`src/rtl/secb_pkg.sv`:
```
// ----------------------------------------------------------------------------
// secb_pkg
// Shared types and codes for the sorted edge to CSR builder: transaction
// payloads, command and status codes, configuration register indexes.
// ----------------------------------------------------------------------------
`default_nettype none

package secb_pkg;

    // Default width of the row id fields that take part in the build
    localparam int ROW_ID_WIDTH_DEF = 64;

    // Width of the offset/position fields of a write command
    localparam int POS_WIDTH = 63;

    // Configuration register indexes
    localparam logic CFG_TRACKING = 1'b0;
    localparam logic CFG_EDGE_IDS = 1'b1;

    // Input command
    typedef enum logic {
        CMD_EDGE   = 1'b0,
        CMD_FINISH = 1'b1
    } t_cmd;

    // Result status
    typedef enum logic [2:0] {
        ST_IGNORED  = 3'd0,
        ST_APPENDED = 3'd1,
        ST_INVALID  = 3'd2,
        ST_CLOSED   = 3'd3,
        ST_EMPTY    = 3'd4
    } t_status;

    // One input item
    typedef struct packed {
        t_cmd               cmd;
        logic signed [63:0] source_row;
        logic signed [63:0] dest_row;
        logic signed [63:0] edge_id;
    } t_in_item;

    // One write command
    typedef struct packed {
        t_status                status;
        logic [POS_WIDTH-1:0]   fill_start;
        logic [POS_WIDTH-1:0]   fill_count;
        logic [POS_WIDTH-1:0]   fill_value;
        logic [POS_WIDTH-1:0]   entry_pos;
        logic [POS_WIDTH-1:0]   entry_dest;
        logic signed [63:0]     entry_edge;
        logic                   entry_edge_valid;
    } t_result;

endpackage

`default_nettype wire

```
`src/rtl/secb_if.sv`:
```
// ----------------------------------------------------------------------------
// secb_in_if / secb_out_if
// Valid/ready channels carrying edge items in and CSR write commands out.
// ----------------------------------------------------------------------------
`default_nettype none

interface secb_in_if;
    logic               valid;
    logic               ready;
    secb_pkg::t_in_item data;

    modport source (output valid, output data, input ready);
    modport sink   (input valid, input data, output ready);
endinterface

interface secb_out_if;
    logic              valid;
    logic              ready;
    secb_pkg::t_result data;

    modport source (output valid, output data, input ready);
    modport sink   (input valid, input data, output ready);
endinterface

`default_nettype wire

```
`src/rtl/secb_skid.sv`:
```
// ----------------------------------------------------------------------------
// secb_skid
// Output register with one skid entry: keeps the upstream ready registered
// and lets one more transaction in while the output is stalled.
// ----------------------------------------------------------------------------
`default_nettype none

module secb_skid (
    input  wire logic              i_clk,
    input  wire logic              i_rst_n,
    input  wire logic              i_valid,
    output logic                   o_ready,
    input  wire secb_pkg::t_result i_data,
    output logic                   o_valid,
    input  wire logic              i_ready,
    output secb_pkg::t_result      o_data
);

    logic              r_out_v, n_out_v;
    logic              r_skid_v, n_skid_v;
    secb_pkg::t_result r_out, n_out;
    secb_pkg::t_result r_skid, n_skid;
    logic              w_in_take;
    logic              w_out_free;

    assign o_ready    = !r_skid_v;
    assign w_in_take  = i_valid && !r_skid_v;
    assign w_out_free = !r_out_v || i_ready;

    // next state: skid drains first, new transaction goes to output or skid
    always_comb begin
        n_out_v  = r_out_v;
        n_skid_v = r_skid_v;
        n_out    = r_out;
        n_skid   = r_skid;
        if (w_out_free) begin
            if (r_skid_v) begin
                n_out    = r_skid;
                n_out_v  = 1'b1;
                n_skid_v = 1'b0;
            end else begin
                n_out    = i_data;
                n_out_v  = w_in_take;
            end
        end else if (w_in_take) begin
            n_skid   = i_data;
            n_skid_v = 1'b1;
        end
    end

    // valid flags
    always_ff @(posedge i_clk) begin
        if (!i_rst_n) begin
            r_out_v  <= 1'b0;
            r_skid_v <= 1'b0;
        end else begin
            r_out_v  <= n_out_v;
            r_skid_v <= n_skid_v;
        end
    end

    // payload
    always_ff @(posedge i_clk) begin
        r_out  <= n_out;
        r_skid <= n_skid;
    end

    assign o_valid = r_out_v;
    assign o_data  = r_out;

endmodule

`default_nettype wire

```
`src/rtl/sorted_edge_to_csr_builder.sv`:
```
// ----------------------------------------------------------------------------
// sorted_edge_to_csr_builder
// Streaming COO to CSR metadata builder for edges sorted by source row.
// ----------------------------------------------------------------------------
// Usage:
//   i_in  carries one edge (cmd = edge) or a finish command per transaction.
//   o_out carries one CSR write command per input transaction: an offset
//         fill run (start, count, value) plus the index entry.
//   i_cfg_we/i_cfg_idx/i_cfg_data write tracking_enabled (index 0) and
//   has_edge_ids (index 1); write only while the block is idle.
// Throughput: one transaction per cycle while i_in.ready is high. Build state
//   (current source, entry count, flags) is updated in the accept cycle by a
//   compare, a subtract and one increment, so the next edge can follow at once.
// Output: each result is registered into the output register or the skid entry.
// Stall: an output register plus one skid entry; i_in.ready is registered
//   and drops only when both hold results the receiver has not taken.
// Reset: synchronous, active low. Clears config, build state and both
//   output entries; the block is ready as soon as reset is released.
// A finish command returns the build state to its reset values.
// ----------------------------------------------------------------------------
`default_nettype none

module sorted_edge_to_csr_builder #(
    parameter int ROW_ID_WIDTH = secb_pkg::ROW_ID_WIDTH_DEF
) (
    input  wire logic  i_clk,
    input  wire logic  i_rst_n,
    input  wire logic  i_cfg_we,
    input  wire logic  i_cfg_idx,
    input  wire logic  i_cfg_data,
    secb_in_if.sink    i_in,
    secb_out_if.source o_out
);

    localparam int RW = ROW_ID_WIDTH - 1;   // magnitude bits of a row id
    localparam int PW = secb_pkg::POS_WIDTH;

    // configuration
    logic r_tracking;
    logic r_edge_ids;

    // build state
    logic          r_build_valid, n_build_valid;
    logic          r_build_started, n_build_started;
    logic          r_have_current, n_have_current;
    logic [RW-1:0] r_cur, n_cur;
    logic [PW-1:0] r_ecnt, n_ecnt;

    logic              w_accept;
    logic              w_skid_ready;
    logic              w_src_neg, w_dst_neg;
    logic [RW-1:0]     w_src, w_dst;
    logic [PW-1:0]     w_cur_next;
    logic              w_append;
    secb_pkg::t_result w_res;

    assign w_accept    = i_in.valid && w_skid_ready;
    assign i_in.ready  = w_skid_ready;

    // row ids: low ROW_ID_WIDTH bits, sign at the top
    assign w_src_neg  = i_in.data.source_row[ROW_ID_WIDTH-1];
    assign w_dst_neg  = i_in.data.dest_row[ROW_ID_WIDTH-1];
    assign w_src      = i_in.data.source_row[RW-1:0];
    assign w_dst      = i_in.data.dest_row[RW-1:0];
    assign w_cur_next = PW'(r_cur) + PW'(1);

    // configuration writes
    always_ff @(posedge i_clk) begin
        if (!i_rst_n) begin
            r_tracking <= 1'b0;
            r_edge_ids <= 1'b0;
        end else if (i_cfg_we) begin
            case (i_cfg_idx)
                secb_pkg::CFG_TRACKING: r_tracking <= i_cfg_data;
                secb_pkg::CFG_EDGE_IDS: r_edge_ids <= i_cfg_data;
                default: ;
            endcase
        end
    end

    // one step of the build: result and next state
    always_comb begin
        n_build_valid   = r_build_valid;
        n_build_started = r_build_started;
        n_have_current  = r_have_current;
        n_cur           = r_cur;
        n_ecnt          = r_ecnt;
        w_append        = 1'b0;
        w_res           = '0;
        w_res.status    = secb_pkg::ST_IGNORED;

        if (i_in.data.cmd == secb_pkg::CMD_FINISH) begin
            if (r_build_valid && r_build_started) begin
                w_res.status     = secb_pkg::ST_CLOSED;
                w_res.fill_start = w_cur_next;
                w_res.fill_count = PW'(1);
                w_res.fill_value = r_ecnt;
            end else begin
                w_res.status = secb_pkg::ST_EMPTY;
            end
            n_build_valid   = 1'b1;
            n_build_started = 1'b0;
            n_have_current  = 1'b0;
            n_cur           = '0;
            n_ecnt          = '0;
        end else if (r_tracking && r_build_valid) begin
            n_build_started = 1'b1;
            if (w_src_neg || w_dst_neg) begin
                n_build_valid = 1'b0;
                w_res.status  = secb_pkg::ST_INVALID;
            end else if (!r_have_current) begin
                // first edge: positions 1..source open with value 0
                if (w_src != '0) begin
                    w_res.fill_start = PW'(1);
                    w_res.fill_count = PW'(w_src);
                    w_res.fill_value = r_ecnt;
                end
                n_have_current = 1'b1;
                n_cur          = w_src;
                w_append       = 1'b1;
            end else if (w_src == r_cur) begin
                w_append = 1'b1;
            end else if (w_src < r_cur) begin
                n_build_valid = 1'b0;
                w_res.status  = secb_pkg::ST_INVALID;
            end else begin
                // new larger source: open current+1..source
                w_res.fill_start = w_cur_next;
                w_res.fill_count = PW'(w_src - r_cur);
                w_res.fill_value = r_ecnt;
                n_cur            = w_src;
                w_append         = 1'b1;
            end
        end

        if (w_append) begin
            w_res.status     = secb_pkg::ST_APPENDED;
            w_res.entry_pos  = r_ecnt;
            w_res.entry_dest = PW'(w_dst);
            if (r_edge_ids) begin
                w_res.entry_edge       = i_in.data.edge_id;
                w_res.entry_edge_valid = 1'b1;
            end
            n_ecnt = r_ecnt + PW'(1);
        end
    end

    // build state register
    always_ff @(posedge i_clk) begin
        if (!i_rst_n) begin
            r_build_valid   <= 1'b1;
            r_build_started <= 1'b0;
            r_have_current  <= 1'b0;
            r_cur           <= '0;
            r_ecnt          <= '0;
        end else if (w_accept) begin
            r_build_valid   <= n_build_valid;
            r_build_started <= n_build_started;
            r_have_current  <= n_have_current;
            r_cur           <= n_cur;
            r_ecnt          <= n_ecnt;
        end
    end

    // result register and skid entry
    secb_skid u_skid (
        .i_clk   (i_clk),
        .i_rst_n (i_rst_n),
        .i_valid (i_in.valid),
        .o_ready (w_skid_ready),
        .i_data  (w_res),
        .o_valid (o_out.valid),
        .i_ready (o_out.ready),
        .o_data  (o_out.data)
    );

    // checks
    a_have_implies_started: assert property (@(posedge i_clk) disable iff (!i_rst_n)
        r_have_current |-> r_build_started)
        else $error("current source held without a started build");

    a_finish_clears: assert property (@(posedge i_clk) disable iff (!i_rst_n)
        w_accept && i_in.data.cmd == secb_pkg::CMD_FINISH
        |=> r_build_valid && !r_build_started && !r_have_current && r_ecnt == '0)
        else $error("finish did not clear the build");

    a_count_on_append: assert property (@(posedge i_clk) disable iff (!i_rst_n)
        w_accept && w_res.status == secb_pkg::ST_APPENDED
        |=> r_ecnt == $past(r_ecnt) + PW'(1))
        else $error("entry count not advanced on append");

    a_ignored_keeps_state: assert property (@(posedge i_clk) disable iff (!i_rst_n)
        w_accept && w_res.status == secb_pkg::ST_IGNORED
        |=> $stable(r_ecnt) && $stable(r_cur) && $stable(r_build_valid))
        else $error("ignored transaction changed build state");

endmodule

`default_nettype wire

```
`src/flat_wrapper.sv`:
```
// flat-port wrapper written by rule: the top's interface ports become plain ports
module sorted_edge_to_csr_builder_flat 
#(
    parameter int ROW_ID_WIDTH = secb_pkg::ROW_ID_WIDTH_DEF
)
  (i_clk, i_rst_n, i_cfg_we, i_cfg_idx, i_cfg_data, i_in_valid, i_in_data, i_in_ready, o_out_valid, o_out_data, o_out_ready);
  secb_in_if i_in_i ();
  secb_out_if o_out_i ();
  input  wire logic i_clk;
  input  wire logic i_rst_n;
  input  wire logic i_cfg_we;
  input  wire logic i_cfg_idx;
  input  wire logic i_cfg_data;
  input wire logic [$bits(i_in_i.valid)-1:0] i_in_valid;
  input wire logic [$bits(i_in_i.data)-1:0] i_in_data;
  output wire logic [$bits(i_in_i.ready)-1:0] i_in_ready;
  output wire logic [$bits(o_out_i.valid)-1:0] o_out_valid;
  output wire logic [$bits(o_out_i.data)-1:0] o_out_data;
  input wire logic [$bits(o_out_i.ready)-1:0] o_out_ready;
  assign i_in_i.valid = i_in_valid;
  assign i_in_i.data = i_in_data;
  assign i_in_ready = i_in_i.ready;
  assign o_out_valid = o_out_i.valid;
  assign o_out_data = o_out_i.data;
  assign o_out_i.ready = o_out_ready;
  sorted_edge_to_csr_builder #(.ROW_ID_WIDTH(ROW_ID_WIDTH)) u_core (.i_clk(i_clk), .i_rst_n(i_rst_n), .i_cfg_we(i_cfg_we), .i_cfg_idx(i_cfg_idx), .i_cfg_data(i_cfg_data), .i_in(i_in_i), .o_out(o_out_i));
endmodule
```
`config.mk`:
```
export PLATFORM = sky130hd
export DESIGN_NAME = sorted_edge_to_csr_builder_flat
export DESIGN_NICKNAME = d
export VERILOG_FILES = /design/src/rtl/secb_pkg.sv /design/src/rtl/secb_if.sv /design/src/rtl/secb_skid.sv /design/src/rtl/sorted_edge_to_csr_builder.sv /design/src/flat_wrapper.sv
export SDC_FILE = /design/constraint.sdc
export NUM_CORES = 2
export LEC_CHECK = 0
export BUFFER_PORTS_ARGS = -buffer_cell sky130_fd_sc_hd__buf_2
export CORE_UTILIZATION = 52
export DETAILED_ROUTE_END_ITERATION = 8
export GPL_TIMING_DRIVEN = 0
export PLACE_DENSITY = 0.85
export SLEW_MARGIN = 20
export SYNTH_ARGS = -nofsm -noshare
export SYNTH_HDL_FRONTEND = slang
export SYNTH_SLANG_ARGS = --single-unit
```
`constraint.sdc`:
```
create_clock -name i_clk -period 63.4 [get_ports i_clk]
set_input_delay 9.51 -clock i_clk [delete_from_list [all_inputs] [get_ports i_clk]]
set_output_delay 9.51 -clock i_clk [all_outputs]
set_load 0.05 [all_outputs]
```
After elaboration in Yosys (flattened, before gate mapping):

Cells that the tools add are included.

* add/subtract/negate cells: 3
* order comparisons: 1
* equality and inequality tests: 5
* multiplexer cells: 42
* bitwise operators: 3
* reductions and logical operators: 21

Operators with widths (count)
* $mux 189: 4
* $mux 63: 8
* $mux 192: 2
* $mux 383: 1
* $mux 191: 2
* $mux 127: 1
* $add 63x1->63 const B: 2
* $mux 65: 1
* $eq 63x63->1: 1
* $lt 63x63->1: 1
* $reduce_bool 63->1: 1
* $sub 63x63->63: 1
* $mux 1: 18
* $mux 3: 4
* $reduce_and 2->1: 5
* $reduce_and 5->1: 2
* $ne 3x3->1 const B: 2
* $reduce_bool 3->1: 2
* $reduce_bool 2->1: 2
* $logic_and 1x1->1: 3
* $ne 3x2->1 const B: 1
* $not 1->1: 3
* $reduce_and 3->1: 1
* $logic_not 1->1: 2
* 4 further kinds: 5

* register bits: 899
* input bits: 200
* output and inout bits: 385
* logic and storage cells: 100

Longest topological paths before layout:

* depth after elaboration: 9
* depth in mapped cells: 17
* mapped depth without buffers: 14

By module:

From an unflattened synthesis, not the netlist that was laid out.

* cells, all modules: 3270
* area total of the unflattened synthesis: 43304.0 um2

By module, submodules not included
* secb_skid: times used 1, cells an instance 1200, area an instance 29184.2 um2, sequential area each 23042.1 um2
* sorted_edge_to_csr_builder: times used 1, cells an instance 2070, area an instance 14119.8 um2, sequential area each 2622.5 um2

Least setup slack after synthesis:

OpenSTA, ideal clock, no wires.

* path type: input to register
* from: input port o_out_ready
* to: register u_core.u_skid.r_skid[0] in the netlist's numbering, enable pin
* library setup time: 6117 ps
* data arrival time: 62041 ps
* data required time: 57283 ps
* setup slack: -4758 ps
* cell stages on the path: 2
* path buffers: 0
* path through: nand2b_1 > nor2_1

* word-level cells in the longest chain between the ends: 3

Ends and longest elaborated chain
* start, declared: line flat_wrapper.sv:19 `input wire logic [$bits(o_out_i.ready)-1:0] o_out_ready;`
* $logic_or 1x1->1: line secb_skid.sv:28 `assign w_out_free = !r_out_v || i_ready;`
* $not 1->1 (no line)
* $reduce_and 2->1 (no line)
* end signal, assigned: line secb_skid.sv:65 `r_skid <= n_skid;`
* end, declared: line secb_skid.sv:22 `secb_pkg::t_result r_skid, n_skid;`

Every way passes these cells.
A chain may end at the register's enable or synchronous reset.

==> out/metrics.csv <==
stage,metric,value,unit
grt,largest net degree at the start of global routing,58,
sta,setup violators final,0,
clocking,CTS tree,yes,
routing,WL/cell,24.22,um
clocking,clock root buffer master,clkbuf_16,
placed_design,Port Buffers,584,
worst_setup_path,crit end category,flip-flop,
floorplan,Die H,282.1,um
placed_design,Placement Setup Slack,48.64,ns
logic_synthesis,Post-synth EDFFs,766,
logic_synthesis,Synth Area in Adders,2.043,%
routing,Final ANT Viol Nets,0,
clocking,Num CTS Buffers,90,
routing,Post-route DRC,0,
worst_setup_path,Crit. Startpoint,i_in_data[171],
logic_synthesis,sequential element share of the synthesized area,62.92,%
layout,share of layout cells above drive strength 1,27.02,%
sta,relative slew slack,20.08,%
logic_synthesis,#FFs+latches synth,899,
worst_setup_path,crit path kind,primary input to flip-flop,
grt,total gr overflow,0,
worst_setup_path,Worst EP required,63.80,ns
sta,final hold vios,0,
floorplan,core region area,77590,um^2
grt,initial antenna violation count,18,
layout,fin nets,4129,
logic_synthesis,mux contribution to synthesized area,7.727,%
clocking,# hold bufs at CTS,0,
placed_design,DP Wirelength,87.96,mm
clocking,clock sinks,899,
sta,Layout Skew,0.05722,ns
sta,final worst slack,48.97,ns
power_and_ir_drop,Internal,0.9997,mW
logic_synthesis,mapped cell area,40790,um^2
logic_synthesis,Synth Area in Compound Gates,9.720,%
grt,first-pass GRT wire length,175.3,mm
logic_synthesis,Synth Area in XOR/XNOR,3.886,%
sta,"Slew Viols, Final",0,
logic_synthesis,"Async S/R FF share, synth",0,%
layout,Post-Layout Inst Area,48760,um^2
worst_setup_path,Worst Reg2Reg Path Length in Cells,14,
worst_setup_path,Critical Path End,u_core.u_skid.o_data[292]$_DFFE_PP_,
floorplan,initial core utilization,52.57,%
logic_synthesis,top-count cell post-synth,edfxtp_1,
floorplan,die area,79570,um^2
logic_synthesis,Area contributors post-synth,"edfxtp_1 56%, mux2_2 7.7%, dfxtp_1 6.5%",
logic_synthesis,yosys warns,0,
layout,Area Growth Syn to Fin,19.52,%
layout,final core occ,62.83,%
run_status,status,completed,
sta,Final Critical Period,14.43,ns
grt,Global Route Usage Sum,29.28,%
sta,unrepaired setup endpoints after global routing,false,
power_and_ir_drop,"Power, Total",1.339,mW
routing,Routed WL,120.9,mm
power_and_ir_drop,Clock power frac,40.9,%
logic_synthesis,largest family of logic cells by synthesized area,simple AND/OR/NAND/NOR gates,
routing,1st-pass router iterations,6,
flow_run,Max Cap Viol,0,
logic_synthesis,top post-synthesis cells by count,"766 x edfxtp_1, 279 x mux2_2, 208 x nand2_1, 205 x nor2_1, 193 x and2_1",
placed_design,dpl cell area,45640,um^2
logic_synthesis,Post-Synth Simple-Gate Area,11.03,%
power_and_ir_drop,Leak Pwr,19.80,nW
logic_synthesis,Yosys top cell by area,edfxtp_1,
sta,Max Clock Freq,69.30,MHz
clocking,CTS clock-pin slew for the worst setup and hold paths,0.06,ns
logic_synthesis,"Primary FF master, synth",edfxtp_1,
worst_setup_path,r2r setup slk,57.52,ns
logic_synthesis,Syn Area/Cell,12.90,um^2
worst_setup_path,crit path max fanout,10,
clocking,post-CTS sizing,0,
power_and_ir_drop,sw frac,25.33,%
logic_synthesis,synthesized net count,3428,
worst_setup_path,FF-to-FF Start,u_core.r_cur[41]$_SDFFE_PN0P_,
power_and_ir_drop,pwr dens,27.46,nW/um^2
routing,Initial DRC Count,2872,
power_and_ir_drop,switching pwr,0.3392,mW
layout,filler cell count,5706,
routing,routed vias/inst,5.926,
power_and_ir_drop,combinational power share,9.6,%
clocking,H-tree depth,3,
floorplan,die width,282.1,um
power_and_ir_drop,Seq pwr share,49.5,%
logic_synthesis,area share of the largest cell type after synthesis,56.39,%
placed_design,routability cong.,0.9633,
min_path,HP Class,flip-flop to flip-flop,
layout,Post-Layout Cell Count,4990,
sta,Worst Max-Slew Pin Slew,1.199,ns
logic_synthesis,Mapped Cells,3162,
logic_synthesis,unique cell type count in the Yosys netlist,65,
worst_setup_path,Crit Reg-Reg Endpoint,u_core.u_skid.o_data[292]$_DFFE_PP_,
placed_design,placed cells,4811,
power_and_ir_drop,Worst VDD drop,0.02019,mV
floorplan,floorplan row count,102,
floorplan,I/O Pins,585,
clocking,post-CTS setup buffer count,0,
worst_setup_path,Worst EP arrival,14.83,ns
clocking,Worst-Skew Late Latency,0.68,ns
clocking,CTS max path bufs,3,
sta,share of the clock period used by the worst path,22.76,%
grt,vias in the first global route,28400,
worst_setup_path,CP Launch Type,primary input,
routing,via count,29570,
## power by group through the flow
stage	clock, mW	combinational (mW)	sequential, mW
after floorplan	0	0.0371	0.729
after global placement	0	0.122	0.687
after detailed placement	0	0.127	0.675
after CTS	0.552	0.127	0.663
after global routing	0.573	0.135	0.664
final	0.548	0.128	0.663
## sequential cells by signal, summed over array words and instances (netlist names), 63 cells and up
| name | flops |
|---|---|
| u_core.u_skid.o_data | 383 |
| u_core.u_skid.r_skid | 383 |
| u_core.r_ecnt | 63 |
| u_core.r_cur | 63 |
## stage by stage
| stage | TNS (ns) | hold WS [ns] |
|---|---|---|
| 5_1_grt | 0 | 0.4831 |
| 3_3_place_gp | -3957.51 | 0.4504 |
| 4_1_cts | 0 | 0.4658 |
| 3_5_place_dp | 0 | 0.4566 |
| 2_1_floorplan | 0 | 0.4356 |
| 6_report | 0 | 0.4687 |
## per-layer routing
metal	global-route usage, %	part of all wire [%]	vias to the layer above
met2	46.07	46	1606
met5	0	0.074	-
met4	14.03	4.5	12
met1	38.36	40	14460
li1	-	-	13200
met3	6.723	9.8	289
## critical path: stages
cell and delay, ns:
buf_2 0.15, ha_1 0.28, clkbuf_1 0.29, nand4_1 0.20, or3_1 0.57, nor4_1 0.48, nand3_1 0.16, nor4_1 0.31
nand2b_1 0.23, a211o_1 0.30, clkbuf_1 0.64, clkbuf_1 0.85, o21ai_0 0.47, mux2_2 0.39
## logic make-up (layout without fill, tap and decap cells)
kind of cell | after synthesis | after routing
DFF | 899 | 899
buffers and inverters | 283 | 1062
xor gates and xnor gates | 181 | 181
AOI/OAI and AO/OA | 553 | 553
muxes | 280 | 280
adders and majority gates | 66 | 66
and+or+nand+nor | 900 | 900
other | 0 | 9
## cell usage in the layout, fill, tap and decap left out, types with 9 or more instances in the layout
cell / Yosys / final
buf_12: 0 / 10
clkbuf_16: 0 / 90
mux2_2: 279 / 279
nand4_1: 26 / 26
buf_2: 17 / 601
nor4_1: 25 / 25
dfxtp_1: 133 / 133
a22o_1: 72 / 72
buf_16: 0 / 14
xnor2_1: 126 / 126
a22oi_1: 27 / 27
a21oi_1: 91 / 89
diode_2: 0 / 9
nor2b_1: 14 / 14
o211ai_1: 17 / 17
a21o_1: 45 / 45
nor3_1: 38 / 37
ha_1: 65 / 65
o31ai_1: 91 / 91
clkbuf_8: 0 / 21
and2_1: 193 / 193
o2111a_1: 12 / 12
a31oi_1: 11 / 11
and3_1: 114 / 114
o2111ai_1: 17 / 17
xor2_1: 55 / 55
clkinv_2: 0 / 10
nand2_1: 208 / 208
nand3_1: 53 / 53
nor2_1: 205 / 204
inv_1: 94 / 94
clkbuf_1: 166 / 190
edfxtp_1: 766 / 766
o21ai_0: 93 / 93
## worst min path at each step
stage                                             start                                   to  slack [ns]  cells after the start
floorplan           u_core.r_build_started$_SDFFE_PN0P_  u_core.r_build_started$_SDFFE_PN0P_        0.44                      2
global placement    u_core.r_build_started$_SDFFE_PN0P_  u_core.r_build_started$_SDFFE_PN0P_        0.45                      2
detailed placement        u_core.r_cur[49]$_SDFFE_PN0P_        u_core.r_cur[49]$_SDFFE_PN0P_        0.46                      1
CTS                 u_core.r_build_started$_SDFFE_PN0P_  u_core.r_build_started$_SDFFE_PN0P_        0.47                      2
global route        u_core.r_build_started$_SDFFE_PN0P_  u_core.r_build_started$_SDFFE_PN0P_        0.48                      2
finish              u_core.r_build_started$_SDFFE_PN0P_  u_core.r_build_started$_SDFFE_PN0P_        0.47                      2
## layout make-up
cell class | count | area [um^2] | share of cell area (%)
buffer | 189 | 740.7 | 1.519
clock buffer | 137 | 2639 | 5.412
timing repair buffer | 609 | 3520 | 7.219
clock inverter | 33 | 451.7 | 0.9264
multi-input combinational | 1980 | 14060 | 28.84
antenna | 9 | 22.52 | 0.04619
inverter | 94 | 352.8 | 0.7237
sequential | 899 | 25660 | 52.64
tap | 1040 | 1301 | 2.669
Power figures use the tool's default switching activity.
